**config.mk**
```make
export PLATFORM = sky130hd
export DESIGN_NAME = hte_queue
export DESIGN_NICKNAME = d
export VERILOG_FILES = /design/src/hdl/hte_pkg.sv /design/src/hdl/hte_queue.sv
export SDC_FILE = /design/constraint.sdc
export NUM_CORES = 1
export LEC_CHECK = 0
export ABC_AREA = 0
export BUFFER_PORTS_ARGS = -buffer_cell sky130_fd_sc_hd__buf_4
export CAP_MARGIN = 20
export CORE_MARGIN = 2
export CORE_UTILIZATION = 46
export DETAILED_ROUTE_END_ITERATION = 12
export PLACE_DENSITY = 0.85
export SLEW_MARGIN = 40
export SYNTH_ARGS = -nofsm -noshare
export SYNTH_HDL_FRONTEND = slang
export SYNTH_SLANG_ARGS = --single-unit
export TNS_END_PERCENT = 30
```
**constraint.sdc**
```tcl
create_clock -name clock -period 2.36 [get_ports clock]
set_clock_uncertainty 0.05 [all_clocks]
set_input_delay 0.472 -clock clock [delete_from_list [all_inputs] [get_ports clock]]
set_output_delay 0.472 -clock clock [all_outputs]
set_load 0.005 [all_outputs]
```
**src/hdl/hte_pkg.sv**
```systemverilog
// Shared types, constants and codes of the hover thrust estimator.
// No dependencies; hte_front, hte_queue, hte_back and the top refer to it by scoped names.
package hte_pkg;

   localparam int WINDOW_LEN_DEFAULT = 10;
   localparam int QUEUE_DEPTH        = 2;
   localparam int CSR_ADDR_W         = 5;

   // 9.8 in Q16
   localparam logic [19:0] G_Q16 = 20'd642253;

   localparam logic [1:0] ST_ARM    = 2'd0;
   localparam logic [1:0] ST_EST    = 2'd1;
   localparam logic [1:0] ST_ACCEPT = 2'd2;
   localparam logic [1:0] ST_RANGE  = 2'd3;

   localparam logic [2:0] REG_INIT_THRUST = 3'd0;
   localparam logic [2:0] REG_INIT_VAR    = 3'd1;
   localparam logic [2:0] REG_PROC_NOISE  = 3'd2;
   localparam logic [2:0] REG_MEAS_NOISE  = 3'd3;
   localparam logic [2:0] REG_SPREAD_TOL  = 3'd4;

   localparam logic [15:0] RST_INIT_THRUST = 16'd19661;
   localparam logic [31:0] RST_INIT_VAR    = 32'd26843546;
   localparam logic [31:0] RST_PROC_NOISE  = 32'd26844;
   localparam logic [31:0] RST_MEAS_NOISE  = 32'd2684355;
   localparam logic [15:0] RST_SPREAD_TOL  = 16'd328;

   typedef struct packed {
      logic               arm;
      logic [15:0]        thrust;
      logic signed [31:0] az;
   } hte_job_type;

   typedef struct packed {
      logic [15:0] init_thrust;
      logic [31:0] init_var;
      logic [31:0] proc_noise;
      logic [31:0] meas_noise;
      logic [15:0] spread_tol;
   } hte_cfg_type;

endpackage

```
**src/hdl/hte_queue.sv**
```systemverilog
// Short job queue between front and back ends.
// Uses hte_pkg for the job type and depth.
module hte_queue (
   input  logic                 clock,
   input  logic                 reset,
   input  logic                 push_valid,
   input  hte_pkg::hte_job_type push_job,
   output logic                 push_ready,
   output logic                 pop_valid,
   output hte_pkg::hte_job_type pop_job,
   input  logic                 pop_ready
);

   localparam int PW = $clog2(hte_pkg::QUEUE_DEPTH);
   localparam int CW = $clog2(hte_pkg::QUEUE_DEPTH + 1);

   hte_pkg::hte_job_type slot_ff [hte_pkg::QUEUE_DEPTH];
   logic [PW-1:0] wr_ff, rd_ff;
   logic [CW-1:0] count_ff;
   logic          do_push, do_pop;

   assign push_ready = (count_ff != CW'(hte_pkg::QUEUE_DEPTH));
   assign pop_valid  = (count_ff != '0);
   assign pop_job    = slot_ff[rd_ff];
   assign do_push    = push_valid && push_ready;
   assign do_pop     = pop_valid && pop_ready;

   always_ff @(posedge clock) begin
      if (reset) begin
         wr_ff    <= '0;
         rd_ff    <= '0;
         count_ff <= '0;
      end else begin
         if (do_push) begin
            wr_ff <= (wr_ff == PW'(hte_pkg::QUEUE_DEPTH - 1)) ? '0 : wr_ff + 1'b1;
         end
         if (do_pop) begin
            rd_ff <= (rd_ff == PW'(hte_pkg::QUEUE_DEPTH - 1)) ? '0 : rd_ff + 1'b1;
         end
         count_ff <= count_ff + CW'(do_push) - CW'(do_pop);
      end
   end

   always_ff @(posedge clock) begin
      if (do_push) slot_ff[wr_ff] <= push_job;
   end

endmodule

```
Word-level counts from Yosys, hierarchy flattened:

Memory sizes are Yosys's and may differ from the RTL's. A register that Yosys moved wholly into a read port is not among the register bits.
Index checks and enable logic that the tools add are counted.
W data, S select, Z words.

* $add $sub $neg: 4
* mux-type cells: 6
* equal/unequal tests: 1
* reduce and logical (&&, ||, !) cells: 3

Operator list (number)
* $mux W1: 6
* $add A1 B1 Y1 const B: 2
* $add A2 B1 Y2: 1
* $logic_and A1 B1 Y1: 2
* $ne A2 B2 Y1 const B: 1
* $reduce_bool A2 Y1: 1
* $sub A2 B1 Y2: 1

* memories kept: 1
* flip-flop bits (word level): 4
* memory bits (writable): 98

Memories
* slot_ff: words 2, bits a word 49, read ports 1, clocked after Yosys merged registers in 1, write ports 1, RTL line hte_queue.sv:17 `hte_pkg::hte_job_type slot_ff [hte_pkg::QUEUE_DEPTH];`

Depth between registers and ports, before layout:

* depth after elaboration: 4
* gate-level depth with buffers: 6
* depth with buffers taken out: 6

Least setup slack after synthesis:

OpenSTA, ideal clock, no wires.

* path type: reg2reg
* start: reg count_ff[0]
* end: mem slot_ff[1][0] in the netlist's numbering (enable)
* clock period less this slack: 2290 ps
* cell stages (with the launch flop): 3
* path slack: 70 ps
* arrival: 1828 ps
* data required time: 1898 ps
* cell sequence: dfxtp_1 > nand2b_1 > and3_1

* longest elaborated chain between the ends: 4

Ends and longest elaborated chain
* from (decl): RTL line hte_queue.sv:19 `logic [CW-1:0] count_ff;`
* from (signal assigned): RTL line hte_queue.sv:40 `count_ff <= count_ff + CW'(do_push) - CW'(do_pop);`
* $ne A2 B2 Y1: RTL line hte_queue.sv:22 `assign push_ready = (count_ff != CW'(hte_pkg::QUEUE_DEPTH));`
* net push_ready: RTL line hte_queue.sv:8 `output logic push_ready,`
* $logic_and A1 B1 Y1: RTL line hte_queue.sv:25 `assign do_push = push_valid && push_ready;`
* $mux W1: RTL line hte_queue.sv:45 `if (do_push) slot_ff[wr_ff] <= push_job;`
* $mux W1 (not written as such): RTL line hte_queue.sv:45
* to (decl): RTL line hte_queue.sv:17

The timed path passes the listed nets, and every way through them passes these cells.

==> metrics.md <==
| Metric | Value |
|---|---|
| Critical path type | `flip-flop to primary output` |
| Design area | `0.00494 mm2` |
| Hold-fix buffers, CTS | `0` |
| Slowest-stage cell, CP | `dfxtp_2` |
| Rows | `33` |
| Met1 wire length | `2580 um` |
| Die area | `0.00897 mm2` |
| Syn Nets | `235` |
| Worst skew pair latency | `0.35 ns` |
| Chip width | `94.7 um` |
| Max FO, Critical Path | `38` |
| PostCTS Resize Cnt | `0` |
| # Post-CTS Setup Buffers | `0` |
| Crit path cell chain | `buf_12 -> mux2_2 -> buf_4` |
| Final setup violation count | `0` |
| Grt ovf | `0` |
| Tot GR Track Use | `approximately 15%` |
| Largest net degree at the start of global routing | `39` |
| Ant. Diodes | `0` |
| Distinct cell type count after synthesis | `24` |
| Iteration-0 DRC Markers | `75` |
| Fmax achieved | `0.458 GHz` |
| GP Congestion | `0.734` |
| Setup crit start kind | `flip-flop` |
| Post-DR wirelength/cell | `15.5 um` |
| Clock Path Buffers | `2` |
| Layout Nets | `349` |
| Reg clk slew, reported paths | `0.09 ns` |
| Final hold viol count | `0` |
| Routed met2 length | `3200 um` |
| PwrDens | `890 mW/mm2` |
| Largest stage delay, worst path | `0.51 ns` |
| Top Layer Used | `met4` |
| Sink Count | `103` |
| Slew Limit Fails | `0` |
| Syn avg cell area | `20.9 um2` |
| Drt pass-1 iters | `4` |
| Cells after Synth | `181` |
| Dpl ws | `about 0.52 ns` |
| Post-Route WL | `~6300 um` |
| Area growth from synthesis to final layout | `30.5%` |
| Worst hold slack | `0.248 ns` |
| WP buf/inv | `2` |
| PortBufs | `103` |
| Post-DP Area | `0.00475 mm2` |
| Crit end category | `primary output` |
| Post-Route Setup TNS | `0 ns` |
| Peak VDD IR | `0.572 mV` |
| CTS root buf | `clkbuf_8` |
| Synth Cell Area | `0.00379 mm2` |
| Max-cap violation count | `0` |
| Vias in the first global route | `a little under 2000` |
| Die H | `94.7 um` |
| H-tree level count | `3` |
| First-pass GRT wire length | `approximately 9500 um` |
| DR vias/cell | `4.83` |
| Initial Util | `about 47%` |
| Routed Antenna Nets | `0` |
| Core Region | `0.00809 mm2` |
| Worst-margin pin slew | `0.426 ns` |
| RSZ-0062 raised after global routing | `no` |
| Leakage | `roughly 1.9 nW` |
| Initial antenna violation count | `0` |
| CTS buffer count | `9` |
| Setup WS post-layout | `0.178 ns` |
| Outcome | `finished, final reports clean` |
| Worst EP required | `about 1.8 ns` |
| Met3 WL | `438 um` |
| Period minus WS final | `2.18 ns` |
| DRC | `0` |
| Slew margin rel. | `71.6%` |
| Via count | `~2000` |
| Number of synthesis warnings | `0` |
| Min-delay worst type | `input pin to flip-flop` |
| Final Util | `around 61%` |
| Register area share after synthesis | `80.4%` |
| Synth Register Bits | `103` |
| Fraction of layout cells with a size suffix above 1 | `59.0%` |
| IO Count | `104` |
| WP data arrival | `1.66 ns` |
| CP delay by family, top | `flip-flops` |
| CTS tree | `yes` |
| Period utilization | `92.4%` |
## layout by cell type, fill, tap and decap left out, drive strengths merged
cell    Yosys  final
a211oi      1      1
a21bo       2      2
a21oi       1      1
a32oi       1      1
and2b       1      1
and3        1      1
buf         5    108
bufinv      0      1
clkbuf      0      9
clkinv      0      3
dfxtp       5      5
edfxtp     98     98
ha          1      1
inv         1      4
mux2       50     50
nand2b      1      1
nand3       1      1
nand3b      1      1
nor2        5      5
nor2b       2      2
o21ai       2      2
or2         1      1
xor2        1      1
## path summary, 6_finish.rpt
check | startpoint | endpoint | slack (ns) | depth (start not counted)
setup / recovery | flip-flop | pop_job[31] | 0.18 | 3
hold / removal | push_job[16] | slot_ff[0][16]$_DFFE_PP_ | 0.25 | 1
setup reg to reg | count_ff[0]$_SDFF_PP0_ | slot_ff[1][19]$_DFFE_PP_ | 0.59 | 3
hold reg to reg | rd_ff$_SDFFE_PP0P_ | rd_ff$_SDFFE_PP0P_ | 0.48 | 2
## per-layer routing
metal | vias to the layer above | GRT usage (%)
met5 | - | 0
met4 | 0 | 6.16
met3 | 8 | 4.79
met2 | 65 | 24.9
met1 | 950 | 16.8
li1 | 935 | -
## area by class of cell
| cell class | count | area [um2] |
|---|---|---|
| Clock buffer | 9 | 124 |
| Clock inverter | 7 | 70.1 |
| Fill cell | 631 | 3150 |
| Inverter | 1 | 3.75 |
| Multi-Input combinational cell | 72 | 707 |
| Sequential cell | 103 | 3040 |
| Tap cell | 105 | 131 |
| Timing Repair Buffer | 108 | 861 |
## cells by family (layout without fill, tap and decap cells)
family                   after synthesis  in the layout  synth area share, %
flip-flops                           103            103                 80.4
multiplexers                          50             50                 14.9
AND/OR/NAND/NOR                       13             13                 1.85
AO/OA/AOI/OAI                          7              7                 1.35
buffers and inverters                  6            125                0.991
adder cells (fa/ha/maj)                1              1                0.330
XOR/XNOR                               1              1                0.231
## state kept, by name, indices dropped and copies added, names as in the netlist, named ones only
register / cells
slot_ff: 98
wr_ff: 1
rd_ff: 1
count_ff: 2
## metrics by stage
step	instances	power, mW
detailed placement	389	3.39
global placement	389	3.36
finish	405	4.40
CTS	405	4.47
global route	405	4.62
floorplan	181	2.84
## worst register-to-register path, stage by stage, from the launching register on
cell and delay, ns:
dfxtp_1 0.45, nand2b_1 0.20, and3_2 0.48, buf_4 0.30
## synthesized netlist by cell type
master	instances	area share, %
nand2b_1	1	0.17
a21bo_2	1	0.26
a32oi_1	1	0.23
buf_6	1	0.30
nor2b_1	2	0.33
buf_2	3	0.40
nand3b_1	1	0.20
a21oi_1	1	0.13
ha_1	1	0.33
nor2_1	5	0.50
dfxtp_1	5	2.6
xor2_1	1	0.23
mux2_1	1	0.30
and3_1	1	0.17
o21ai_0	2	0.26
buf_4	1	0.20
inv_1	1	0.099
edfxtp_1	98	78
a21bo_1	1	0.26
a211oi_1	1	0.20
mux2_2	49	15
or2_2	1	0.17
nand3_1	1	0.13
and2b_1	1	0.20
## power breakdown
part	switching [mW]	internal, mW
registers	0.0765	2.22
clock network	0.581	0.495
logic	0.403	0.624
(Power assumes the default switching activity.)
